$ cat config.mk
export PLATFORM = sky130hd
export DESIGN_NAME = residue_vector_alu_core
export DESIGN_NICKNAME = d
export VERILOG_FILES = /design/src/hdl/rvalu_pkg.sv /design/src/hdl/residue_vector_alu_core.sv /design/src/hdl/rvalu_out_reg.sv
export SDC_FILE = /design/constraint.sdc
export NUM_CORES = 2
export LEC_CHECK = 0
export ABC_CLOCK_PERIOD_IN_PS = 18700
export BUFFER_PORTS_ARGS = -buffer_cell sky130_fd_sc_hd__buf_4
export CAP_MARGIN = 15
export CORE_ASPECT_RATIO = 0.7
export CORE_UTILIZATION = 58
export CTS_CLUSTER_SIZE = 8
export DETAILED_ROUTE_END_ITERATION = 16
export MAX_ROUTING_LAYER = met4
export PLACE_DENSITY = 0.74
export SLEW_MARGIN = 10
export SYNTH_ARGS = -nofsm -noshare
export SYNTH_HDL_FRONTEND = slang
export SYNTH_SLANG_ARGS = --single-unit
$ cat constraint.sdc
create_clock -name clk_i -period 18.7 [get_ports clk_i]
set_input_delay 2.805 -clock clk_i [delete_from_list [all_inputs] [get_ports clk_i]]
set_output_delay 2.805 -clock clk_i [all_outputs]
set_load 0.01 [all_outputs]
$ cat src/hdl/rvalu_pkg.sv
// Shared types, codes and bit-serial arithmetic steps of the residue vector ALU.
`default_nettype none
package rvalu_pkg;

  localparam int unsigned LaneSlots = 8;
  localparam int unsigned ResW      = 31;

  // Item kinds carried in tuser
  localparam logic [3:0] KIND_CLR = 4'd0;
  localparam logic [3:0] KIND_LD  = 4'd1;
  localparam logic [3:0] KIND_DIG = 4'd2;
  localparam logic [3:0] KIND_ADD = 4'd3;
  localparam logic [3:0] KIND_SUB = 4'd4;
  localparam logic [3:0] KIND_MUL = 4'd5;
  localparam logic [3:0] KIND_DIV = 4'd6;
  localparam logic [3:0] KIND_CMP = 4'd7;
  localparam logic [3:0] KIND_RD  = 4'd8;

  localparam logic [ResW-1:0] ModReset [LaneSlots] = '{
    31'd2147483647, 31'd2147483629, 31'd2147483587, 31'd2147483579,
    31'd2147483563, 31'd2147483549, 31'd2147483543, 31'd2147483497
  };

  typedef struct packed {
    logic            last_result;
    logic            a_less_than_b;
    logic            banks_equal;
    logic [ResW-1:0] residue;
    logic [2:0]      lane_index;
  } res_t;

  // r = (2r + b) mod m, r < m
  function automatic logic [ResW-1:0] red_step(logic [ResW-1:0] r, logic b,
                                               logic [ResW-1:0] m);
    logic [ResW:0] t;
    t = {r, b};
    if (t >= {1'b0, m}) t = t - {1'b0, m};
    return t[ResW-1:0];
  endfunction

  // Horner step of a modular product: r = (2r + b*a) mod m
  function automatic logic [ResW-1:0] mm_step(logic [ResW-1:0] r, logic b,
                                              logic [ResW-1:0] a,
                                              logic [ResW-1:0] m);
    logic [ResW:0] u;
    logic [ResW:0] v;
    u = {r, 1'b0};
    if (u >= {1'b0, m}) u = u - {1'b0, m};
    v = u;
    if (b) v = u + {1'b0, a};
    if (v >= {1'b0, m}) v = v - {1'b0, m};
    return v[ResW-1:0];
  endfunction

  function automatic logic [ResW-1:0] add_mod(logic [ResW-1:0] a, logic [ResW-1:0] b,
                                              logic [ResW-1:0] m);
    logic [ResW:0] s;
    s = {1'b0, a} + {1'b0, b};
    if (s >= {1'b0, m}) s = s - {1'b0, m};
    return s[ResW-1:0];
  endfunction

  function automatic logic [ResW-1:0] sub_mod(logic [ResW-1:0] a, logic [ResW-1:0] b,
                                              logic [ResW-1:0] m);
    logic [ResW:0] s;
    if (a >= b) s = {1'b0, a} - {1'b0, b};
    else        s = {1'b0, a} + {1'b0, m} - {1'b0, b};
    return s[ResW-1:0];
  endfunction

endpackage
`default_nettype wire

$ cat src/hdl/residue_vector_alu_core.sv
// Top level of the residue vector ALU: lane sequencer and bit-serial datapath.
`default_nettype none
// Two banks of residues (A, B), one per lane, each lane with its own modulus
// register. Lanes are handled one after another by a single bit-serial unit
// that moves one bit per cycle. Per lane: load is a 64-bit serial reduction;
// digit append is a 31-bit reduction of the stored residue, then a 64-bit
// reduction of h*10+d; div runs Euclid steps (up to about 45 for 31-bit
// moduli), each step a restoring division whose quotient bits feed a Horner
// modular product of the Bezout coefficient in the same pass. Read gives one
// word per lane, and a word may wait on back-pressure. The input is taken
// only when the unit is idle; a finished word sits in an output register so
// the next lane carries on while it waits.
module residue_vector_alu_core
  import rvalu_pkg::*;
#(
  parameter int unsigned NUM_MODULI = 8
) (
  input  wire         clk_i,
  input  wire         rst_ni,
  // operand_value[62:0], zero pad
  input  wire  [63:0] s_tdata_i,
  // kind[3:0], target_bank[4]
  input  wire  [4:0]  s_tuser_i,
  input  wire         s_tvalid_i,
  output logic        s_tready_o,
  // lane_index[2:0], residue[33:3], banks_equal[34], a_less_than_b[35], zero pad
  output logic [39:0] m_tdata_o,
  output logic        m_tlast_o,
  output logic        m_tvalid_o,
  input  wire         m_tready_i,
  input  wire         cfg_we_i,
  input  wire  [2:0]  cfg_idx_i,
  input  wire  [30:0] cfg_data_i
);

  localparam logic [2:0] LastLane = 3'(NUM_MODULI - 1);

  typedef enum logic [3:0] {
    ST_IDLE, ST_START, ST_RED, ST_OP, ST_LOAD, ST_WR, ST_MUL,
    ST_EUC, ST_DIVS, ST_EUPD, ST_EMIT, ST_NEXT
  } state_e;

  state_e      state_q;
  logic [3:0]  kind_q;
  logic        tgt_q;
  logic [62:0] val_q;
  logic [2:0]  lane_q;
  logic [5:0]  cnt_q;
  logic [30:0] sa_q, sb_q;
  logic [63:0] sh_q;
  logic [30:0] ra_q, rb_q, acc_q, mul_q, rem_q;
  logic [30:0] r0_q, r1_q, s0_q, s1_q;
  logic        eq_q, lt_q, dec_q;
  logic [30:0] mod_q [LaneSlots];
  logic [30:0] bank_a_q [LaneSlots];
  logic [30:0] bank_b_q [LaneSlots];

  logic [30:0] m_cur, a_v, b_v, h_v;
  logic        m_small;
  logic [31:0] div_t;
  logic        q_bit;
  logic        emit_valid, emit_ready;
  res_t        emit_res, out_res;

  assign m_cur   = mod_q[lane_q];
  assign m_small = (m_cur < 31'd2);
  assign a_v     = m_small ? '0 : ra_q;
  assign b_v     = m_small ? '0 : rb_q;
  assign h_v     = tgt_q ? b_v : a_v;
  assign div_t   = {rem_q, sa_q[30]};
  assign q_bit   = (div_t >= {1'b0, r1_q});

  assign s_tready_o = (state_q == ST_IDLE);
  assign emit_valid = (state_q == ST_EMIT);

  always_comb begin
    emit_res = '0;
    if (kind_q == KIND_CMP) begin
      emit_res.banks_equal   = eq_q;
      emit_res.a_less_than_b = lt_q;
      emit_res.last_result   = 1'b1;
    end else begin
      emit_res.lane_index  = lane_q;
      emit_res.residue     = ra_q;
      emit_res.last_result = (lane_q == LastLane);
    end
  end

  // moduli
  always_ff @(posedge clk_i or negedge rst_ni) begin
    if (!rst_ni) begin
      for (int i = 0; i < LaneSlots; i++) mod_q[i] <= ModReset[i];
    end else if (cfg_we_i) begin
      mod_q[cfg_idx_i] <= cfg_data_i;
    end
  end

  always_ff @(posedge clk_i or negedge rst_ni) begin
    if (!rst_ni) begin
      state_q <= ST_IDLE;
      kind_q  <= KIND_CLR;
      tgt_q   <= 1'b0;
      lane_q  <= '0;
      cnt_q   <= '0;
      eq_q    <= 1'b1;
      lt_q    <= 1'b0;
      dec_q   <= 1'b0;
      for (int i = 0; i < LaneSlots; i++) begin
        bank_a_q[i] <= '0;
        bank_b_q[i] <= '0;
      end
    end else begin
      case (state_q)
        ST_IDLE: begin
          if (s_tvalid_i) begin
            kind_q <= s_tuser_i[3:0];
            tgt_q  <= s_tuser_i[4];
            val_q  <= s_tdata_i[62:0];
            lane_q <= '0;
            eq_q   <= 1'b1;
            lt_q   <= 1'b0;
            dec_q  <= 1'b0;
            if (s_tuser_i[3:0] <= KIND_RD) state_q <= ST_START;
          end
        end
        ST_START: begin
          sa_q  <= bank_a_q[lane_q];
          sb_q  <= bank_b_q[lane_q];
          ra_q  <= '0;
          rb_q  <= '0;
          cnt_q <= '0;
          if (kind_q == KIND_CLR) begin
            if (tgt_q) bank_b_q[lane_q] <= '0;
            else       bank_a_q[lane_q] <= '0;
            state_q <= ST_NEXT;
          end else if (kind_q == KIND_LD) begin
            sh_q    <= {1'b0, val_q};
            state_q <= ST_LOAD;
          end else begin
            state_q <= ST_RED;
          end
        end
        ST_RED: begin
          ra_q  <= red_step(ra_q, sa_q[30], m_cur);
          rb_q  <= red_step(rb_q, sb_q[30], m_cur);
          sa_q  <= {sa_q[29:0], 1'b0};
          sb_q  <= {sb_q[29:0], 1'b0};
          cnt_q <= cnt_q + 6'd1;
          if (cnt_q == 6'd30) state_q <= ST_OP;
        end
        ST_OP: begin
          cnt_q <= '0;
          // digit append restarts the accumulator for the 64-bit pass
          ra_q  <= (kind_q == KIND_DIG) ? '0 : a_v;
          case (kind_q)
            KIND_DIG: begin
              sh_q    <= ({33'd0, h_v} << 3) + ({33'd0, h_v} << 1) + {1'b0, val_q};
              state_q <= ST_LOAD;
            end
            KIND_ADD: begin
              bank_a_q[lane_q] <= m_small ? '0 : add_mod(a_v, b_v, m_cur);
              state_q <= ST_NEXT;
            end
            KIND_SUB: begin
              bank_a_q[lane_q] <= m_small ? '0 : sub_mod(a_v, b_v, m_cur);
              state_q <= ST_NEXT;
            end
            KIND_MUL: begin
              acc_q   <= '0;
              mul_q   <= b_v;
              state_q <= ST_MUL;
            end
            KIND_DIV: begin
              if (b_v == '0) begin
                bank_a_q[lane_q] <= '0;
                state_q <= ST_NEXT;
              end else begin
                r0_q    <= m_cur;
                r1_q    <= b_v;
                s0_q    <= '0;
                s1_q    <= 31'd1;
                state_q <= ST_EUC;
              end
            end
            KIND_CMP: begin
              if (a_v != b_v) begin
                eq_q <= 1'b0;
                if (!dec_q) begin
                  lt_q  <= (a_v < b_v);
                  dec_q <= 1'b1;
                end
              end
              state_q <= ST_NEXT;
            end
            KIND_RD: state_q <= ST_EMIT;
            default: state_q <= ST_NEXT;
          endcase
        end
        ST_LOAD: begin
          ra_q  <= red_step(ra_q, sh_q[63], m_cur);
          sh_q  <= {sh_q[62:0], 1'b0};
          cnt_q <= cnt_q + 6'd1;
          if (cnt_q == 6'd63) state_q <= ST_WR;
        end
        ST_WR: begin
          if (tgt_q) bank_b_q[lane_q] <= m_small ? '0 : ra_q;
          else       bank_a_q[lane_q] <= m_small ? '0 : ra_q;
          state_q <= ST_NEXT;
        end
        ST_MUL: begin
          acc_q <= mm_step(acc_q, mul_q[30], ra_q, m_cur);
          mul_q <= {mul_q[29:0], 1'b0};
          cnt_q <= cnt_q + 6'd1;
          // product done: store into A
          if (cnt_q == 6'd30) begin
            bank_a_q[lane_q] <= mm_step(acc_q, mul_q[30], ra_q, m_cur);
            state_q <= ST_NEXT;
          end
        end
        ST_EUC: begin
          cnt_q <= '0;
          acc_q <= '0;
          rem_q <= '0;
          if (r1_q == '0) begin
            mul_q   <= (r0_q == 31'd1) ? s0_q : '0;
            state_q <= ST_MUL;
          end else begin
            sa_q    <= r0_q;
            state_q <= ST_DIVS;
          end
        end
        ST_DIVS: begin
          rem_q <= q_bit ? 31'(div_t - {1'b0, r1_q}) : div_t[30:0];
          acc_q <= mm_step(acc_q, q_bit, s1_q, m_cur);
          sa_q  <= {sa_q[29:0], 1'b0};
          cnt_q <= cnt_q + 6'd1;
          if (cnt_q == 6'd30) state_q <= ST_EUPD;
        end
        ST_EUPD: begin
          r0_q    <= r1_q;
          r1_q    <= rem_q;
          s0_q    <= s1_q;
          s1_q    <= sub_mod(s0_q, acc_q, m_cur);
          state_q <= ST_EUC;
        end
        ST_EMIT: begin
          if (emit_ready) begin
            if (kind_q == KIND_CMP || lane_q == LastLane) begin
              state_q <= ST_IDLE;
            end else begin
              lane_q  <= lane_q + 3'd1;
              state_q <= ST_START;
            end
          end
        end
        ST_NEXT: begin
          if (lane_q == LastLane) begin
            state_q <= (kind_q == KIND_CMP) ? ST_EMIT : ST_IDLE;
          end else begin
            lane_q  <= lane_q + 3'd1;
            state_q <= ST_START;
          end
        end
        default: state_q <= ST_IDLE;
      endcase
    end
  end

  rvalu_out_reg u_out (
    .clk_i      (clk_i),
    .rst_ni     (rst_ni),
    .in_valid_i (emit_valid),
    .in_ready_o (emit_ready),
    .in_res_i   (emit_res),
    .out_valid_o(m_tvalid_o),
    .out_ready_i(m_tready_i),
    .out_res_o  (out_res)
  );

  assign m_tdata_o = {4'd0, out_res.a_less_than_b, out_res.banks_equal,
                      out_res.residue, out_res.lane_index};
  assign m_tlast_o = out_res.last_result;

endmodule
`default_nettype wire

$ cat src/hdl/rvalu_out_reg.sv
// Output holding register between the sequencer and the result stream.
`default_nettype none
module rvalu_out_reg
  import rvalu_pkg::*;
(
  input  wire  clk_i,
  input  wire  rst_ni,
  input  wire  in_valid_i,
  output logic in_ready_o,
  input  res_t in_res_i,
  output logic out_valid_o,
  input  wire  out_ready_i,
  output res_t out_res_o
);

  logic full_q;
  res_t res_q;

  assign in_ready_o  = !full_q || out_ready_i;
  assign out_valid_o = full_q;
  assign out_res_o   = res_q;

  always_ff @(posedge clk_i or negedge rst_ni) begin
    if (!rst_ni) begin
      full_q <= 1'b0;
    end else if (in_ready_o) begin
      full_q <= in_valid_i;
    end
  end

  always_ff @(posedge clk_i) begin
    if (in_valid_i && in_ready_o) begin
      res_q <= in_res_i;
    end
  end

endmodule
`default_nettype wire
==> run_results.csv <==
group,metric,value,unit
synthesis,synth_area,0.0862,mm^2
floorplanning,rows,117,
sta,setup_violations,0,
synthesis,synth-edff-count,505,
setup_path,worstPathMaxFanout,34,
sta,skew,0.0709,ns
synthesis,synth.avg_cell_area,9.40,um^2
synthesis,synth_top_area_frac,0.176,
placement,numPortBuffers,145,
sta,finalCritPeriodShare,0.711,
clocking,cts.clk_slew.worst_paths,0.05,ns
synthesis,synth_common_cells,"931 x nand2_1, 782 x a21oi_1, 744 x nor2_1, 690 x o21ai_0, 538 x dfrtp_1",
setup_path,cp_slowest_cell,"and2_1",
sta,timing.fmax,75.2,MHz
synthesis,synth_seq_cells,1271,
synthesis,synth_most_common_cell,"nand2_1",
synthesis,synthDistinctLibCells,95,
grt,antenna_found_initial,45,
synthesis,yosysTopAreaCell,"edfxtp_1",
clocking,cts-root-buf,"clkbuf_16",
sta,rsz0062_at_grt,"no",
floorplanning,initial_core_util,0.589,
finish,finalNetCount,9906,
sta,worst_pin_slew,1.48,ns
setup_path,crit_type,"register to register",
grt,grt_pass1_vias,74100,
setup_path,cp-end-kind,"register",
synthesis,ys_seq_area_frac,0.402,
clocking,cts_setup_buffers,0,
drt,drt_iter0_drc,11900,
finish,fin_area,0.0952,mm^2
clocking,cts_buffers,177,
placement,placed_cell_area,0.0898,mm^2
synthesis,yosysWarnings,0,
drt,route.detailed.drc,0,
placement,place_congestion,1.14,
sta,period_minus_slack,13.30,ns
finish,drive_gt1_frac,0.140,
floorplanning,core-area,0.146,mm^2
drt,ant_nets,0,
sta,hold_viol,0,
placement,place_inst,11000,
flow_run,cap_viol_max_count,0,
synthesis,synth_cells,9173,
run_status,outcome,"finished, final reports clean",
setup_path,crit_arrival,13.78,ns
drt,routed_wl,356000,um
clocking,post_cts_resized,0,
drt,via_per_inst,6.99,
sta,layout_setup_ws,5.40,ns
sta,slew_headroom,0.0144,
placement,post-place-ws,5.98,ns
floorplanning,die-area,0.150,mm^2
sta,drv_slew,0,
setup_path,worst_ep_required_time,19.19,ns
clocking,htreeDepth,4,
grt,grt_start_max_net_pins,188,
drt,dr.pass1.iters,9,
synthesis,async_reset_ff_frac,0.603,
setup_path,start_kind,"register",
hold_path,min_path_type,"register to register",
grt,gr-total-overflow,0,
clocking,clk_latency,0.86,ns
floorplanning,die_h,325,um
synthesis,synth_area_leaders,"edfxtp_1 18%, dfrtp_1 16%, dfstp_2 7.0%",
floorplanning,pin_count,151,
drt,wl_per_cell,31.4,um
synthesis,synth_ff_type,"dfrtp_1",
placement,dp_hpwl,260000,um
clocking,tritoncts,"built",
grt,groute.usage.overall,0.478,
grt,grt_pass1_wl,511000,um
sta,tns,0,ns
clocking,clkSinkCount,1271,
setup_path,cpPeakStageDelay,0.94,ns
drt,num_vias,79300,
clocking,clockBufferDepth,3,
finish,finalNonFillerCells,11300,
clocking,cts_hold_buf,0,
floorplanning,die_w,463,um
finish,area_delta_synth_final,10.4,%
registers in the layout (all words and copies together), names as in the netlist, 6 cells and up:
signal / count
rb_q: 31
u_out.out_res_o: 37
sh_q: 64
cnt_q: 6
acc_q: 31
s1_q: 31
mod_q: 248
rem_q: 31
r0_q: 31
sb_q: 31
s0_q: 31
bank_a_q: 248
bank_b_q: 248
ra_q: 31
mul_q: 31
r1_q: 31
val_q: 63
sa_q: 31
worst max-delay path: cells and delay by family, from the launching register on:
kind	cells	cell delay (ns)
XOR/XNOR	1	0.18
AND/OR/NAND/NOR	8	2.73
AO/OA/AOI/OAI	18	6.39
flip-flops	1	0.68
buffers and inverters	4	1.36
adder cells (fa/ha/maj)	3	1.22
multiplexers	1	0.40
final cells by class:
type                            count  area, um^2
Antenna cell                       63         158
Clock buffer                      268        4810
Clock inverter                     14         354
Fill cell                       11800       51200
Inverter                          450        1690
Multi-Input combinational cell   6958       48300
Sequential cell                  1271       34600
Tap cell                         1963        2460
Timing Repair Buffer              362        2730
layout by cell type, fill, tap and decap left out, types with 81 or more instances in the layout:
cell type and instances:
buf_4 355, xor2_1 147, a22oi_1 148, nor3_1 134, nand2_1 919, edfxtp_1 505, nand4_1 83, fa_1 103
mux2i_1 186, a31oi_1 121, a21oi_1 775, o21ai_0 689, clkbuf_16 178, clkbuf_1 88, xnor2_1 256, dfstp_2 228
dfrtp_1 534, a21o_1 190, mux2_2 353, inv_1 446, nor2_1 730, ha_1 475, a211oi_1 83, and3_1 95
a221oi_1 117, nand3_1 159, o21a_1 81
path summary, 6_finish.rpt:
kind	startpoint	to	slack (ns)	cells after the start
worst max register to register	lane_q[2]	acc_q[29]	5.40	35
max in group asynchronous	rst_ni	mod_q[7]	13.48	4
worst min register to register	bank_b_q[146]	bank_b_q[146]	0.48	2
worst max-delay path	lane_q[2]	acc_q[29]	5.40	35
min in group asynchronous	rst_ni	bank_b_q[207]	1.87	1
worst min-delay path	bank_b_q[146]	bank_b_q[146]	0.48	2
kinds of logic (layout without fill, tap and decap cells):
| kind of cell | Yosys count | in the layout | synth area share |
|---|---|---|---|
| other cells | 1 | 67 | 0.0000435 |
| compound gates | 2859 | 2859 | 0.215 |
| simple gates | 2552 | 2552 | 0.134 |
| buf+inv | 947 | 1094 | 0.0424 |
| xor+xnor | 403 | 403 | 0.0410 |
| fa+ha+maj | 578 | 578 | 0.0929 |
| flops | 1271 | 1271 | 0.402 |
| mux | 562 | 562 | 0.0729 |
per-layer routing:
layer  vias up  wire length (um)  global-route usage
met1     38700            139000               0.636
met3      1053             59700               0.216
met5         -                 0                   -
met2      5579            139000               0.615
met4         0             18000               0.213
li1      33900                 -                   -
per-stage QoR:
stage                     utilization  hold WS (ns)
final                           0.650         0.478
after global routing            0.650         0.495
after CTS                       0.649         0.481
after detailed placement        0.614         0.468
after global placement          0.613         0.456
after floorplan                     -         0.444
Power is not shown: default switching activity piles up to over one toggle a cycle in this logic, so the estimate is an artifact.
